### src/sv/markdown_block_classifier_core_assert.svh
// Assertion macros used by the markdown block classifier RTL.
`ifndef MARKDOWN_BLOCK_CLASSIFIER_CORE_ASSERT_SVH
`define MARKDOWN_BLOCK_CLASSIFIER_CORE_ASSERT_SVH

// Same-cycle implication, disabled while reset is asserted.
`define MBC_ASSERT_IMP(lbl, clk, rstn, ante, cons, msg) \
  lbl: assert property (@(posedge clk) disable iff (!(rstn)) (ante) |-> (cons)) \
    else $error(msg);

// Next-cycle implication, disabled while reset is asserted.
`define MBC_ASSERT_NXT(lbl, clk, rstn, ante, cons, msg) \
  lbl: assert property (@(posedge clk) disable iff (!(rstn)) (ante) |=> (cons)) \
    else $error(msg);

`endif

### src/sv/mbc_pkg.sv
// Package with types, constants and codes of the markdown block classifier.
`default_nettype none

package mbc_pkg;

  localparam int LEAD_DEPTH = 16;
  localparam int LEAD_CNT_W = $clog2(LEAD_DEPTH + 1);
  localparam int LEAD_IDX_W = (LEAD_DEPTH > 1) ? $clog2(LEAD_DEPTH) : 1;

  localparam logic [2:0] MAX_LEVEL = 3'd6;

  localparam logic [7:0] CH_HASH  = 8'h23;
  localparam logic [7:0] CH_SPACE = 8'h20;
  localparam logic [7:0] CH_TAB   = 8'h09;
  localparam logic [7:0] CH_CR    = 8'h0D;
  localparam logic [7:0] CH_NL    = 8'h0A;

  typedef enum logic [2:0] {
    PH_LEAD = 3'd0,
    PH_OVER = 3'd1,
    PH_HASH = 3'd2,
    PH_GAP  = 3'd3,
    PH_BODY = 3'd4,
    PH_PARA = 3'd5
  } phase_e;

  typedef enum logic [2:0] {
    EV_TEXT    = 3'd0,
    EV_P_OPEN  = 3'd1,
    EV_P_CLOSE = 3'd2,
    EV_H_OPEN  = 3'd3,
    EV_H_CLOSE = 3'd4,
    EV_DOC_END = 3'd5
  } event_kind_e;

  typedef enum logic [4:0] {
    OP_NONE,
    OP_DISPATCH,
    OP_LEAD_ADD,
    OP_HASH_START,
    OP_HASH_INC,
    OP_SET_FLAG,
    OP_NEXT_B,
    OP_JOIN,
    OP_LEAD_POP,
    OP_HASH_POP,
    OP_TEXT,
    OP_PCLOSE,
    OP_HOPEN,
    OP_HCLOSE,
    OP_LINE_RESET,
    OP_DOC_END,
    OP_FINISH
  } op_e;

  typedef enum logic [4:0] {
    CS_IDLE,
    CS_DISPATCH,
    CS_FEED,
    CS_JOIN,
    CS_LEAD,
    CS_HASHES,
    CS_TEXT,
    CS_CLOSEH,
    CS_HOPEN,
    CS_NEXT,
    CS_ELINE,
    CS_ELCLOSE,
    CS_HCLOSE,
    CS_ELDONE,
    CS_ENDCLOSE,
    CS_DOCEND,
    CS_FINISH
  } ctrl_state_e;

  typedef struct packed {
    op_e  op;
    logic take;
  } cmd_t;

  typedef struct packed {
    phase_e phase;
    logic   cur_ws;
    logic   cur_space;
    logic   cur_hash;
    logic   lead_zero;
    logic   lead_one;
    logic   hc_lt_max;
    logic   hc_one;
    logic   b_is_cr;
    logic   is_eol;
    logic   is_end;
    logic   held;
    logic   pend;
    logic   in_heading;
    logic   stage_v;
    logic   op_done;
    logic   in_fire;
  } status_t;

  typedef struct packed {
    event_kind_e kind;
    logic [7:0]  data;
    logic [2:0]  level;
    logic        flag;
  } event_t;

endpackage

`default_nettype wire

### src/sv/mbc_if.sv
// Valid/ready channel interfaces for text input and event output.
`default_nettype none

interface mbc_in_if;
  logic       valid;
  logic       ready;
  logic [7:0] text_byte;
  logic       end_of_text;

  modport source (output valid, output text_byte, output end_of_text, input ready);
  modport sink (input valid, input text_byte, input end_of_text, output ready);
endinterface

interface mbc_out_if;
  logic       valid;
  logic       ready;
  logic [2:0] event_kind;
  logic [7:0] out_byte;
  logic [2:0] head_level;
  logic       lead_overflow;
  logic       last_of_run;

  modport source (output valid, output event_kind, output out_byte, output head_level,
                  output lead_overflow, output last_of_run, input ready);
  modport sink (input valid, input event_kind, input out_byte, input head_level,
                input lead_overflow, input last_of_run, output ready);
endinterface

`default_nettype wire

### src/sv/markdown_block_classifier_core.sv
// An input transaction is taken at idle, dispatched, then walked through its decision and
// event steps to the finish step; a byte may flush up to 16 buffered blanks.
// Throughput: one transaction at a time; the sequencer emits at most one event per cycle,
// and the output register lets the next transaction start while the last event waits.
// Reset: asynchronous, clears line state and empties the event stage; no clearing pass.
`default_nettype none
`include "markdown_block_classifier_core_assert.svh"

module markdown_block_classifier_core (
  input logic       clk_i,
  input logic       rst_ni,
  mbc_in_if.sink    in_i,
  mbc_out_if.source out_o
);
  import mbc_pkg::*;

  cmd_t    cmd;
  status_t st;

  mbc_ctrl u_ctrl (
    .clk_i  (clk_i),
    .rst_ni (rst_ni),
    .st_i   (st),
    .cmd_o  (cmd)
  );

  mbc_dp u_dp (
    .clk_i  (clk_i),
    .rst_ni (rst_ni),
    .cmd_i  (cmd),
    .st_o   (st),
    .in_i   (in_i),
    .out_o  (out_o)
  );

  `MBC_ASSERT_IMP(a_idle_stage_empty, clk_i, rst_ni, in_i.ready, !st.stage_v, "event left in stage at idle")
  `MBC_ASSERT_IMP(a_hclose_in_heading, clk_i, rst_ni, cmd.op == OP_HCLOSE, st.in_heading, "heading close without open heading")
  `MBC_ASSERT_NXT(a_accept_busy, clk_i, rst_ni, in_i.valid && in_i.ready, !in_i.ready, "new transaction accepted while busy")
  `MBC_ASSERT_IMP(a_hopen_level, clk_i, rst_ni, out_o.valid && out_o.event_kind == EV_H_OPEN, out_o.head_level != 3'd0 && out_o.head_level <= MAX_LEVEL, "heading level out of range")

endmodule

`default_nettype wire

### src/sv/mbc_ctrl.sv
// Sequencer that walks each input transaction through its event steps.
`default_nettype none

module mbc_ctrl (
  input  logic            clk_i,
  input  logic            rst_ni,
  input  mbc_pkg::status_t st_i,
  output mbc_pkg::cmd_t    cmd_o
);
  import mbc_pkg::*;

  ctrl_state_e state_q, state_d, nxt;
  logic        lead_like;

  assign lead_like = (st_i.phase == PH_LEAD) || (st_i.phase == PH_OVER);

  always_ff @(posedge clk_i or negedge rst_ni) begin
    if (!rst_ni) begin
      state_q <= CS_IDLE;
    end else begin
      state_q <= state_d;
    end
  end

  // Next state; a step only advances once the datapath has finished its operation.
  always_comb begin
    nxt = state_q;
    case (state_q)
      CS_IDLE: begin
        if (st_i.in_fire) nxt = CS_DISPATCH;
      end
      CS_DISPATCH: begin
        if (st_i.is_eol) nxt = CS_ELINE;
        else if (st_i.held) nxt = CS_FEED;
        else if (st_i.b_is_cr) nxt = CS_FINISH;
        else nxt = CS_FEED;
      end
      CS_FEED: begin
        case (st_i.phase)
          PH_LEAD, PH_OVER: begin
            if (st_i.cur_ws) nxt = CS_NEXT;
            else if (st_i.cur_hash && st_i.phase == PH_LEAD && st_i.lead_zero) nxt = CS_NEXT;
            else nxt = CS_JOIN;
          end
          PH_HASH: begin
            if (st_i.cur_hash && st_i.hc_lt_max) nxt = CS_NEXT;
            else if (st_i.cur_space) nxt = CS_CLOSEH;
            else nxt = CS_JOIN;
          end
          PH_GAP: begin
            nxt = st_i.cur_space ? CS_NEXT : CS_TEXT;
          end
          default: nxt = CS_TEXT;
        endcase
      end
      CS_JOIN: begin
        if (st_i.phase == PH_HASH) nxt = CS_HASHES;
        else if (st_i.lead_zero) nxt = CS_TEXT;
        else nxt = CS_LEAD;
      end
      CS_LEAD: begin
        if (st_i.lead_one) nxt = CS_TEXT;
      end
      CS_HASHES: begin
        if (st_i.hc_one) nxt = st_i.is_eol ? CS_ELDONE : CS_TEXT;
      end
      CS_TEXT:   nxt = CS_NEXT;
      CS_CLOSEH: nxt = CS_HOPEN;
      CS_HOPEN:  nxt = CS_NEXT;
      CS_NEXT:   nxt = st_i.pend ? CS_FEED : CS_FINISH;
      CS_ELINE: begin
        if (lead_like) nxt = CS_ELCLOSE;
        else if (st_i.phase == PH_HASH) nxt = CS_JOIN;
        else if (st_i.phase == PH_GAP || st_i.phase == PH_BODY) nxt = CS_HCLOSE;
        else nxt = CS_ELDONE;
      end
      CS_ELCLOSE:  nxt = CS_ELDONE;
      CS_HCLOSE:   nxt = CS_ELDONE;
      CS_ELDONE:   nxt = st_i.is_end ? CS_ENDCLOSE : CS_FINISH;
      CS_ENDCLOSE: nxt = CS_DOCEND;
      CS_DOCEND:   nxt = CS_FINISH;
      CS_FINISH:   nxt = CS_IDLE;
      default:     nxt = CS_IDLE;
    endcase
    state_d = st_i.op_done ? nxt : state_q;
  end

  // Operation issued to the datapath in each state.
  always_comb begin
    cmd_o.op   = OP_NONE;
    cmd_o.take = 1'b0;
    case (state_q)
      CS_IDLE:     cmd_o.take = 1'b1;
      CS_DISPATCH: cmd_o.op = OP_DISPATCH;
      CS_FEED: begin
        case (st_i.phase)
          PH_LEAD, PH_OVER: begin
            if (st_i.cur_ws) cmd_o.op = OP_LEAD_ADD;
            else if (st_i.cur_hash && st_i.phase == PH_LEAD && st_i.lead_zero) begin
              cmd_o.op = OP_HASH_START;
            end else cmd_o.op = OP_SET_FLAG;
          end
          PH_HASH: begin
            if (st_i.cur_hash && st_i.hc_lt_max) cmd_o.op = OP_HASH_INC;
          end
          default: cmd_o.op = OP_NONE;
        endcase
      end
      CS_JOIN:     cmd_o.op = OP_JOIN;
      CS_LEAD:     cmd_o.op = OP_LEAD_POP;
      CS_HASHES:   cmd_o.op = OP_HASH_POP;
      CS_TEXT:     cmd_o.op = OP_TEXT;
      CS_CLOSEH:   cmd_o.op = OP_PCLOSE;
      CS_HOPEN:    cmd_o.op = OP_HOPEN;
      CS_NEXT:     cmd_o.op = st_i.pend ? OP_NEXT_B : OP_NONE;
      CS_ELINE:    cmd_o.op = OP_SET_FLAG;
      CS_ELCLOSE:  cmd_o.op = OP_PCLOSE;
      CS_HCLOSE:   cmd_o.op = OP_HCLOSE;
      CS_ELDONE:   cmd_o.op = OP_LINE_RESET;
      CS_ENDCLOSE: cmd_o.op = OP_PCLOSE;
      CS_DOCEND:   cmd_o.op = OP_DOC_END;
      CS_FINISH:   cmd_o.op = OP_FINISH;
      default:     cmd_o.op = OP_NONE;
    endcase
  end

endmodule

`default_nettype wire

### src/sv/mbc_dp.sv
// Datapath: line state, leading whitespace buffer, event stage and output register.
`default_nettype none

module mbc_dp (
  input  logic             clk_i,
  input  logic             rst_ni,
  input  mbc_pkg::cmd_t    cmd_i,
  output mbc_pkg::status_t st_o,
  mbc_in_if.sink           in_i,
  mbc_out_if.source        out_o
);
  import mbc_pkg::*;

  logic [7:0]            byte_q, byte_d, cur_q, cur_d;
  logic                  end_q, end_d;
  logic                  pend_q, pend_d, held_q, held_d, para_q, para_d, flag_q, flag_d;
  phase_e                phase_q, phase_d;
  logic [2:0]            hc_q, hc_d, level_q, level_d;
  logic [LEAD_CNT_W-1:0] cnt_q, cnt_d;
  logic [LEAD_DEPTH-1:0] pat_q, pat_d;
  logic                  stage_v_q, stage_v_d, out_v_q, out_v_d, out_last_q, out_last_d;
  event_t                stage_q, stage_d, out_q, out_d, ev;
  logic                  in_fire, out_free, push_ok, emits, is_fin, op_done;
  logic                  b_is_cr, b_is_nl;

  assign in_i.ready = cmd_i.take;
  assign in_fire    = in_i.valid && cmd_i.take;
  assign b_is_cr    = (byte_q == CH_CR);
  assign b_is_nl    = (byte_q == CH_NL);
  assign out_free   = !out_v_q || out_o.ready;
  assign push_ok    = !stage_v_q || out_free;
  assign is_fin     = (cmd_i.op == OP_FINISH);

  // Event built by the current operation.
  always_comb begin
    emits    = 1'b0;
    ev.kind  = EV_TEXT;
    ev.data  = 8'h00;
    ev.level = 3'd0;
    ev.flag  = flag_q;
    case (cmd_i.op)
      OP_JOIN: begin
        emits = 1'b1;
        if (para_q) ev.data = CH_SPACE;
        else ev.kind = EV_P_OPEN;
      end
      OP_LEAD_POP: begin
        emits   = 1'b1;
        ev.data = pat_q[0] ? CH_TAB : CH_SPACE;
      end
      OP_HASH_POP: begin
        emits   = 1'b1;
        ev.data = CH_HASH;
      end
      OP_TEXT: begin
        emits   = 1'b1;
        ev.data = cur_q;
        ev.flag = 1'b0;
      end
      OP_PCLOSE: begin
        emits   = para_q;
        ev.kind = EV_P_CLOSE;
      end
      OP_HOPEN: begin
        emits    = 1'b1;
        ev.kind  = EV_H_OPEN;
        ev.level = hc_q;
      end
      OP_HCLOSE: begin
        emits   = 1'b1;
        ev.kind = EV_H_CLOSE;
      end
      OP_DOC_END: begin
        emits   = 1'b1;
        ev.kind = EV_DOC_END;
      end
      default: emits = 1'b0;
    endcase
  end

  assign op_done = (emits || is_fin) ? push_ok : 1'b1;

  // One event is held back so the last event of a transaction can be marked.
  always_comb begin
    stage_v_d  = stage_v_q;
    stage_d    = stage_q;
    out_v_d    = out_v_q && !out_o.ready;
    out_d      = out_q;
    out_last_d = out_last_q;
    if ((emits || is_fin) && push_ok) begin
      if (stage_v_q) begin
        out_v_d    = 1'b1;
        out_d      = stage_q;
        out_last_d = is_fin;
      end
      stage_v_d = emits;
      if (emits) stage_d = ev;
    end
  end

  // Line state updates.
  always_comb begin
    byte_d  = byte_q;
    end_d   = end_q;
    cur_d   = cur_q;
    pend_d  = pend_q;
    held_d  = held_q;
    para_d  = para_q;
    flag_d  = flag_q;
    phase_d = phase_q;
    hc_d    = hc_q;
    level_d = level_q;
    cnt_d   = cnt_q;
    pat_d   = pat_q;
    if (in_fire) begin
      byte_d = in_i.text_byte;
      end_d  = in_i.end_of_text;
    end
    if (op_done) begin
      case (cmd_i.op)
        OP_DISPATCH: begin
          if (!end_q && !b_is_nl) begin
            if (held_q) begin
              cur_d  = CH_CR;
              pend_d = !b_is_cr;
              held_d = b_is_cr;
            end else if (b_is_cr) begin
              held_d = 1'b1;
            end else begin
              cur_d  = byte_q;
              pend_d = 1'b0;
            end
          end
        end
        OP_LEAD_ADD: begin
          if (cnt_q < LEAD_CNT_W'(LEAD_DEPTH)) begin
            pat_d[cnt_q[LEAD_IDX_W-1:0]] = (cur_q == CH_TAB);
            cnt_d = cnt_q + LEAD_CNT_W'(1);
          end else begin
            phase_d = PH_OVER;
          end
        end
        OP_HASH_START: begin
          phase_d = PH_HASH;
          hc_d    = 3'd1;
        end
        OP_HASH_INC: hc_d = hc_q + 3'd1;
        OP_SET_FLAG: flag_d = (phase_q == PH_OVER);
        OP_NEXT_B: begin
          cur_d  = byte_q;
          pend_d = 1'b0;
        end
        OP_JOIN: para_d = 1'b1;
        OP_LEAD_POP: begin
          pat_d = pat_q >> 1;
          cnt_d = cnt_q - LEAD_CNT_W'(1);
        end
        OP_HASH_POP: hc_d = hc_q - 3'd1;
        OP_TEXT: begin
          phase_d = (phase_q == PH_GAP || phase_q == PH_BODY) ? PH_BODY : PH_PARA;
          flag_d  = 1'b0;
        end
        OP_PCLOSE: para_d = 1'b0;
        OP_HOPEN: begin
          level_d = hc_q;
          hc_d    = 3'd0;
          phase_d = PH_GAP;
        end
        OP_HCLOSE: level_d = 3'd0;
        OP_LINE_RESET, OP_DOC_END: begin
          phase_d = PH_LEAD;
          hc_d    = 3'd0;
          cnt_d   = '0;
          pat_d   = '0;
          held_d  = 1'b0;
          flag_d  = 1'b0;
          if (cmd_i.op == OP_DOC_END) begin
            para_d  = 1'b0;
            level_d = 3'd0;
            pend_d  = 1'b0;
          end
        end
        default: begin
        end
      endcase
    end
  end

  always_ff @(posedge clk_i or negedge rst_ni) begin
    if (!rst_ni) begin
      pend_q    <= 1'b0;
      held_q    <= 1'b0;
      para_q    <= 1'b0;
      flag_q    <= 1'b0;
      phase_q   <= PH_LEAD;
      hc_q      <= 3'd0;
      level_q   <= 3'd0;
      cnt_q     <= '0;
      pat_q     <= '0;
      stage_v_q <= 1'b0;
      out_v_q   <= 1'b0;
    end else begin
      pend_q    <= pend_d;
      held_q    <= held_d;
      para_q    <= para_d;
      flag_q    <= flag_d;
      phase_q   <= phase_d;
      hc_q      <= hc_d;
      level_q   <= level_d;
      cnt_q     <= cnt_d;
      pat_q     <= pat_d;
      stage_v_q <= stage_v_d;
      out_v_q   <= out_v_d;
    end
  end

  always_ff @(posedge clk_i) begin
    byte_q     <= byte_d;
    end_q      <= end_d;
    cur_q      <= cur_d;
    stage_q    <= stage_d;
    out_q      <= out_d;
    out_last_q <= out_last_d;
  end

  assign st_o.phase      = phase_q;
  assign st_o.cur_ws     = (cur_q == CH_SPACE) || (cur_q == CH_TAB);
  assign st_o.cur_space  = (cur_q == CH_SPACE);
  assign st_o.cur_hash   = (cur_q == CH_HASH);
  assign st_o.lead_zero  = (cnt_q == '0);
  assign st_o.lead_one   = (cnt_q == LEAD_CNT_W'(1));
  assign st_o.hc_lt_max  = (hc_q < MAX_LEVEL);
  assign st_o.hc_one     = (hc_q == 3'd1);
  assign st_o.b_is_cr    = b_is_cr;
  assign st_o.is_eol     = end_q || b_is_nl;
  assign st_o.is_end     = end_q;
  assign st_o.held       = held_q;
  assign st_o.pend       = pend_q;
  assign st_o.in_heading = (level_q != 3'd0);
  assign st_o.stage_v    = stage_v_q;
  assign st_o.op_done    = op_done;
  assign st_o.in_fire    = in_fire;

  assign out_o.valid         = out_v_q;
  assign out_o.event_kind    = out_q.kind;
  assign out_o.out_byte      = out_q.data;
  assign out_o.head_level    = out_q.level;
  assign out_o.lead_overflow = out_q.flag;
  assign out_o.last_of_run   = out_last_q;

endmodule

`default_nettype wire
### src/flat_wrapper.sv
// flat-port wrapper written by rule: the top's interface ports become plain ports
module markdown_block_classifier_core_flat import mbc_pkg::*;
  (clk_i, rst_ni, in_i_valid, in_i_text_byte, in_i_end_of_text, in_i_ready, out_o_valid, out_o_event_kind, out_o_out_byte, out_o_head_level, out_o_lead_overflow, out_o_last_of_run, out_o_ready);
  mbc_in_if in_i_i ();
  mbc_out_if out_o_i ();
  input logic clk_i;
  input logic rst_ni;
  input wire logic [$bits(in_i_i.valid)-1:0] in_i_valid;
  input wire logic [$bits(in_i_i.text_byte)-1:0] in_i_text_byte;
  input wire logic [$bits(in_i_i.end_of_text)-1:0] in_i_end_of_text;
  output wire logic [$bits(in_i_i.ready)-1:0] in_i_ready;
  output wire logic [$bits(out_o_i.valid)-1:0] out_o_valid;
  output wire logic [$bits(out_o_i.event_kind)-1:0] out_o_event_kind;
  output wire logic [$bits(out_o_i.out_byte)-1:0] out_o_out_byte;
  output wire logic [$bits(out_o_i.head_level)-1:0] out_o_head_level;
  output wire logic [$bits(out_o_i.lead_overflow)-1:0] out_o_lead_overflow;
  output wire logic [$bits(out_o_i.last_of_run)-1:0] out_o_last_of_run;
  input wire logic [$bits(out_o_i.ready)-1:0] out_o_ready;
  assign in_i_i.valid = in_i_valid;
  assign in_i_i.text_byte = in_i_text_byte;
  assign in_i_i.end_of_text = in_i_end_of_text;
  assign in_i_ready = in_i_i.ready;
  assign out_o_valid = out_o_i.valid;
  assign out_o_event_kind = out_o_i.event_kind;
  assign out_o_out_byte = out_o_i.out_byte;
  assign out_o_head_level = out_o_i.head_level;
  assign out_o_lead_overflow = out_o_i.lead_overflow;
  assign out_o_last_of_run = out_o_i.last_of_run;
  assign out_o_i.ready = out_o_ready;
  markdown_block_classifier_core u_core (.clk_i(clk_i), .rst_ni(rst_ni), .in_i(in_i_i), .out_o(out_o_i));
endmodule
### config.mk
export PLATFORM = sky130hd
export DESIGN_NAME = markdown_block_classifier_core_flat
export DESIGN_NICKNAME = d
export VERILOG_FILES = /design/src/sv/mbc_pkg.sv /design/src/sv/mbc_if.sv /design/src/sv/markdown_block_classifier_core.sv /design/src/sv/mbc_ctrl.sv /design/src/sv/mbc_dp.sv /design/src/flat_wrapper.sv
export VERILOG_INCLUDE_DIRS = /design/src /design/src/sv
export SDC_FILE = /design/constraint.sdc
export NUM_CORES = 1
export LEC_CHECK = 0
export BUFFER_PORTS_ARGS = -buffer_cell sky130_fd_sc_hd__buf_4
export CORE_AREA = 2 2 150 79
export CTS_CLUSTER_SIZE = 10
export DETAILED_ROUTE_END_ITERATION = 12
export DIE_AREA = 0 0 152 81
export PLACE_DENSITY = 0.69
export SLEW_MARGIN = 20
export SYNTH_ARGS = -nofsm -noshare
export SYNTH_HDL_FRONTEND = slang
export SYNTH_SLANG_ARGS = --single-unit
### constraint.sdc
create_clock -name clk_i -period 2.6 [get_ports clk_i]
set_input_delay 0 -clock clk_i [delete_from_list [all_inputs] [get_ports clk_i]]
set_output_delay 0 -clock clk_i [all_outputs]
set_load 0.02 [all_outputs]
# == After elaboration in Yosys (flattened, before gate mapping) ==
# Cells that the tools add are included.
# Widths: inputs -> output; s select.
# word_totals
reg_bits,86
inputBits,13
output_inout_bits,18
# classes
n_eq_ne,51
addsub,4
n_mux,63
n_reduce_logical,51
order_cmp,4
# ops
op,n
$pmux 5 s14,2
$eq 5x4->1 const B,16
$pmux 16 s3,1
$mux 5,9
$eq 5x3->1 const B,8
$pmux 8 s4,1
$pmux 3 s5,2
$pmux 5 s3,2
$mux 4,7
$eq 8x4->1 const B,3
$mux 8,3
$eq 5x2->1 const B,4
$mux 3,6
$bwmux 16,1
$eq 8x6->1 const B,2
$mux 16,1
$pmux 8 s2,1
$eq 5x1->1 const B,3
$mux 1,15
$mux 6,2
$pmux 3 s4,1
$reduce_and 3->1,4
$eq 5x5->1 const B,2
$logic_not 5->1,2
other kinds (33),75

# == Longest topological paths before layout ==
# logic_depth
depth_word,13
ltp_mapped,10
depth_no_buf,8

# == Modules after synthesis ==
# Synthesis repeated with hierarchy kept, for this count alone.
# hier_totals
hier_cells,557
area_unflattened_um2,5217.5
# modules_own_cells
module,area_per_inst_um2,instances,cells_each
mbc_dp,4415.5,1,439
mbc_ctrl,802.0,1,118

# == Worst setup path after synthesis ==
# Ideal clock, no wire load.
# synth_timing
kind,reg2reg
startpoint,register u_core.u_ctrl.state_q[0]
endpoint,register u_core.u_dp.out_q (netlist bit u_core.u_dp.out_o.event_kind[0]) (enable)
stages_incl_launch_ff,10
setup_slack_ps,-239
arrival_time_ps,2450
setup_time_ps,388
path_cell_list,dfrtp_1 -> clkbuf_1 -> buf_2 -> nor2_1 -> a221oi_1 -> a311oi_1 -> a211oi_4 -> buf_6 -> nand2b_1 -> nor2_1
# synth_between
elab_chain_len,9
word_cells_on_any_way,32
# synth_rtl
element,line,rtl
"start, declared",mbc_ctrl.sv:12,"ctrl_state_e state_q, state_d, nxt;"
"start signal, assigned",mbc_ctrl.sv:21,state_q <= state_d;
$eq 5x4->1 / $eq 5x3->1 (equally long branches),mbc_ctrl.sv:92,case (state_q)
$reduce_or 3->1 (no source line),--,
$pmux 5 s14 (*),mbc_ctrl.sv:92,
$eq 5x4->1 / $eq 5x3->1 (equally long branches),mbc_dp.sv:41,case (cmd_i.op)
$reduce_or 7->1 (no source line),--,
$pmux 1 s2,mbc_dp.sv:41,
$logic_or 1x1->1 (*),mbc_dp.sv:90,if ((emits || is_fin) && push_ok) begin
$logic_and 1x1->1 (*),mbc_dp.sv:90,
$reduce_and 2->1 (no source line) (*),--,
"end signal, assigned",mbc_dp.sv:222,out_q <= out_d;
"end, declared",mbc_dp.sv:22,"event_t stage_q, stage_d, out_q, out_d, ev;"
# Mark *: on every way between the ends. The rest lies on a longest branch, timed or not.
# A chain may end at the register's enable or synchronous reset.

# == Worst setup path after layout ==
# layout_timing
startpoint,register u_core.u_dp.cur_q[4]
endpoint,register u_core.u_dp.out_q (netlist bit u_core.u_dp.out_o.event_kind[1]) (enable)
# layout_between
elab_chain_len,13
word_cells_on_any_way,26
# layout_rtl
element,line,rtl
"start, declared",mbc_dp.sv:14,"logic [7:0] byte_q, byte_d, cur_q, cur_d;"
"start signal, assigned",mbc_dp.sv:220,cur_q <= cur_d;
$eq 8x6->1,mbc_dp.sv:229,assign st_o.cur_hash = (cur_q == CH_HASH);
$logic_and 1x1->1 (2 in a row),mbc_ctrl.sv:99,else if (st_i.cur_hash && st_i.phase == PH_LEAD && st_i.lead_zero) begin
$mux 3,mbc_ctrl.sv:99,
$mux 3,mbc_ctrl.sv:98,if (st_i.cur_ws) cmd_o.op = OP_LEAD_ADD;
$pmux 5 s2 (*),mbc_ctrl.sv:96,case (st_i.phase)
$pmux 5 s14 (*),mbc_ctrl.sv:92,
$eq 5x4->1 / $eq 5x3->1 (equally long branches),mbc_dp.sv:41,
$reduce_or 7->1 (no source line),--,
$pmux 1 s2,mbc_dp.sv:41,
$logic_or 1x1->1 (*),mbc_dp.sv:90,
$logic_and 1x1->1 (*),mbc_dp.sv:90,
$reduce_and 2->1 (no source line) (*),--,
# Marked as above.

==> run_results.csv <==
group,metric,value,unit
cts,clock_path_buffers,2,
setup_path,cp.buffers_inverters,3,
floorplan,rows,28,
run_status,status,"finished clean",
power,max-vdd-ir-drop,565,uV
power,clock_power_share,14.8,%
yosys,synth_enable_flop_cells,48,
setup_path,worst_setup_path_start_kind,"flip-flop",
yosys,syn_area_per_cell,9.64,um^2
grt,grt_pass1_vias,4356,
setup_path,worst_ep_required_time,2710,ps
yosys,yosysTopAreaCell,"edfxtp_1",
yosys,synth_top_area_share,28.5,%
cts,cts.sinks,86,
route,avgViaCountPerCell,6.17,
route,drtIter0Drc,852,
setup_path,crit_fanout,8,
yosys,synth_common_cells,"48 x edfxtp_1, 42 x nand2_1, 38 x dfrtp_1",
hold_path,hold_class,"in -> reg",
setup_path,critPathTopFamily,"simple AND/OR/NAND/NOR gates",
setup_path,cp.arrival,2700,ps
setup_path,slowest_delay,590,ps
timing,final.period_utilization,99.4,%
grt,antenna_found_initial,0,
route,vias,4829,
setup_path,slowest_stage,"or4_4",
placement,portBuffers,30,
yosys,yosysUniqueCellTypes,70,
setup_path,path_cells,"or4_4 > a211oi_4 > o32ai_4 > a211oi_4 > buf_4 > buf_6 > nand2b_4 > nor2_4 > buf_6",
timing,worst_pin_slew,755,ps
timing,relSlewSlack,49.2,%
floorplan,start_util,45.0,%
final_layout,area_growth,29.1,%
yosys,synth_area_leaders,"edfxtp_1 28%, dfrtp_1 19%, o21ai_0 3.3%",
cts,numCtsBuffers,9,
timing,period_needed,2580,ps
timing,rsz0062_at_grt,"true",
yosys,synthMostInstantiatedCell,"edfxtp_1",
run,cap_violations,0,
grt,grt_use_total,26.2,%
cts,path_clk_slew,70,ps
route,post_drt_wl_per_cell,20.4,um
power,p_per_area,1360,nW/um^2
floorplan,core,11200,um^2
timing,fmax,0.387,GHz
timing,whs,49.6,ps
cts,htreeDepth,3,
timing,clock_skew,5.05,ps
cts,clk_latency,350,ps
power,swShare,43.7,%
placement,dp_hpwl,12.0,mm
timing,finalSetupViolCount,0,
power,p_leak,2.64,nW
floorplan,die_h,81,um
timing,final_max_slew_viol_count,0,
yosys,syn_nets,546,
floorplan,die_w,152,um
power,total_power,0.00886,W
timing,finalHoldViolCount,0,
route,drtAntennaViolNets,0,
route,route.detailed.drc,0,
setup_path,timing_worst_setup_path_type,"reg -> reg",
final_layout,post_route_cells_drive_above_1_share,27.0,%
yosys,async_flop_share,44.2,%
yosys,synth_ff_type,"edfxtp_1",
yosys,synth_area,5060,um^2
yosys,synth_cells,525,
yosys,synth_seq_area_share,47.3,%
setup_path,worstSetupEndpointType,"flip-flop",
power,p_seq_share,28.3,%
final_layout,diodes,0,
placement,gp_congestion,1.01,
floorplan,ioPinCount,31,
final_layout,nets,649,
power,p_switching,0.00387,W
timing,finalWorstSetupSlack,15.4,ps
power,power_frac_comb,56.9,%
yosys,synth-seq-cells,86,
grt,gr-total-overflow,0,
placement,preCtsSetupSlack,-63.0,ps
power,intPower,0.00499,W
cts,cts-root-buf,"clkbuf_16",
grt,grt_pass1_wl,24.6,mm
route,first_pass_iters,6,
yosys,yosys_warnings,0,
cts,cts_tree,"done",
grt,grt_start_max_net_pins,39,
route,drt-total-wl,16.0,mm
floorplan,die-area,12300,um^2
power by group through the flow:
stage          registers [W]  clock network, W  logic, W
2_1_floorplan        0.00257                 0   0.00256
6_report             0.00251           0.00131   0.00504
4_1_cts              0.00248           0.00133   0.00457
3_5_place_dp         0.00251                 0   0.00446
3_3_place_gp         0.00249                 0   0.00439
5_1_grt              0.00256           0.00139   0.00537
metrics by stage:
step	area [um^2]	instances	TNS [ps]	utilization, %
global route	6530	783	-414	58.1
finish	6530	783	0	58.1
detailed placement	5940	752	-964	52.9
CTS	6370	779	0	56.6
floorplan	5070	525	0	-
global placement	5940	752	-1140	52.9
logic make-up (layout without fill, tap and decap cells):
kind of cell / after synthesis / after routing / share of synthesized area [%]
XOR/XNOR: 1 / 1 / 0.173
flip-flops: 86 / 86 / 47.3
AND/OR/NAND/NOR: 189 / 189 / 19.5
multiplexers: 13 / 13 / 2.77
adder cells (fa/ha/maj): 8 / 8 / 1.98
AO/OA/AOI/OAI: 159 / 159 / 22.3
buffers and inverters: 69 / 177 / 5.96
area by class of cell:
type                       instances  area (um^2)
tap                              150          188
fill                             971         4720
inverter                          31          116
clock buffer                      10          229
sequential                        86         2400
timing repair buffer             130         1040
multi-input combinational        370         2490
clock inverter                     6         71.3
worst min-delay path: stages:
cell and delay [ps]:
buf_4 80, nor2b_1 110, nand2b_1 170
worst paths after layout:
kind / from / end / slack [ps] / depth (start not counted)
hold reg to reg: u_core.u_dp.stage_q[0] / u_core.u_dp.out_o.lead_overflow / 420 / 0
setup / recovery: u_core.u_dp.cur_q[4] / u_core.u_dp.out_o.event_kind[1] / 20 / 9
setup reg to reg: u_core.u_dp.cur_q[4] / u_core.u_dp.out_o.event_kind[1] / 20 / 9
max in group asynchronous: rst_ni / u_core.u_ctrl.state_q[3] / 2020 / 2
hold / removal: out_o_ready / u_core.u_dp.out_o.valid / 50 / 3
min in group asynchronous: rst_ni / async pin / 180 / 2
routing by layer:
| metal | track usage, % | wire length, um |
|---|---|---|
| met3 | 9.98 | 2200 |
| met1 | 41.1 | 7720 |
| met4 | 5.51 | 133 |
| met5 | 0 | 0 |
| met2 | 33.0 | 5900 |
cells in the final DEF (no fill, tap or decap), types with 10 or more instances in the layout:
| cell | synthesis | final |
|---|---|---|
| o21ai_0 | 33 | 32 |
| a21oi_1 | 23 | 21 |
| a32oi_1 | 13 | 13 |
| nor4_1 | 21 | 19 |
| nor2_1 | 36 | 34 |
| nor3_1 | 15 | 12 |
| dlygate4sd3_1 | 0 | 10 |
| nand2_1 | 42 | 42 |
| dfrtp_1 | 38 | 35 |
| buf_4 | 3 | 112 |
| edfxtp_1 | 48 | 48 |
| o22ai_1 | 20 | 19 |
| nand3_1 | 15 | 15 |
| inv_1 | 29 | 29 |
timing repair:
item | CTS | global route
setup buffers | 1 | 4
endpoints found under the setup margin | 35 | 62
pin swaps | 2 | 5
endpoints found under the hold margin | 47 | 0
hold buffers | 10 | 0
cloned | 0 | 0
resized for setup | 5 | 28
No activity file was read; power rests on OpenSTA's default activity.
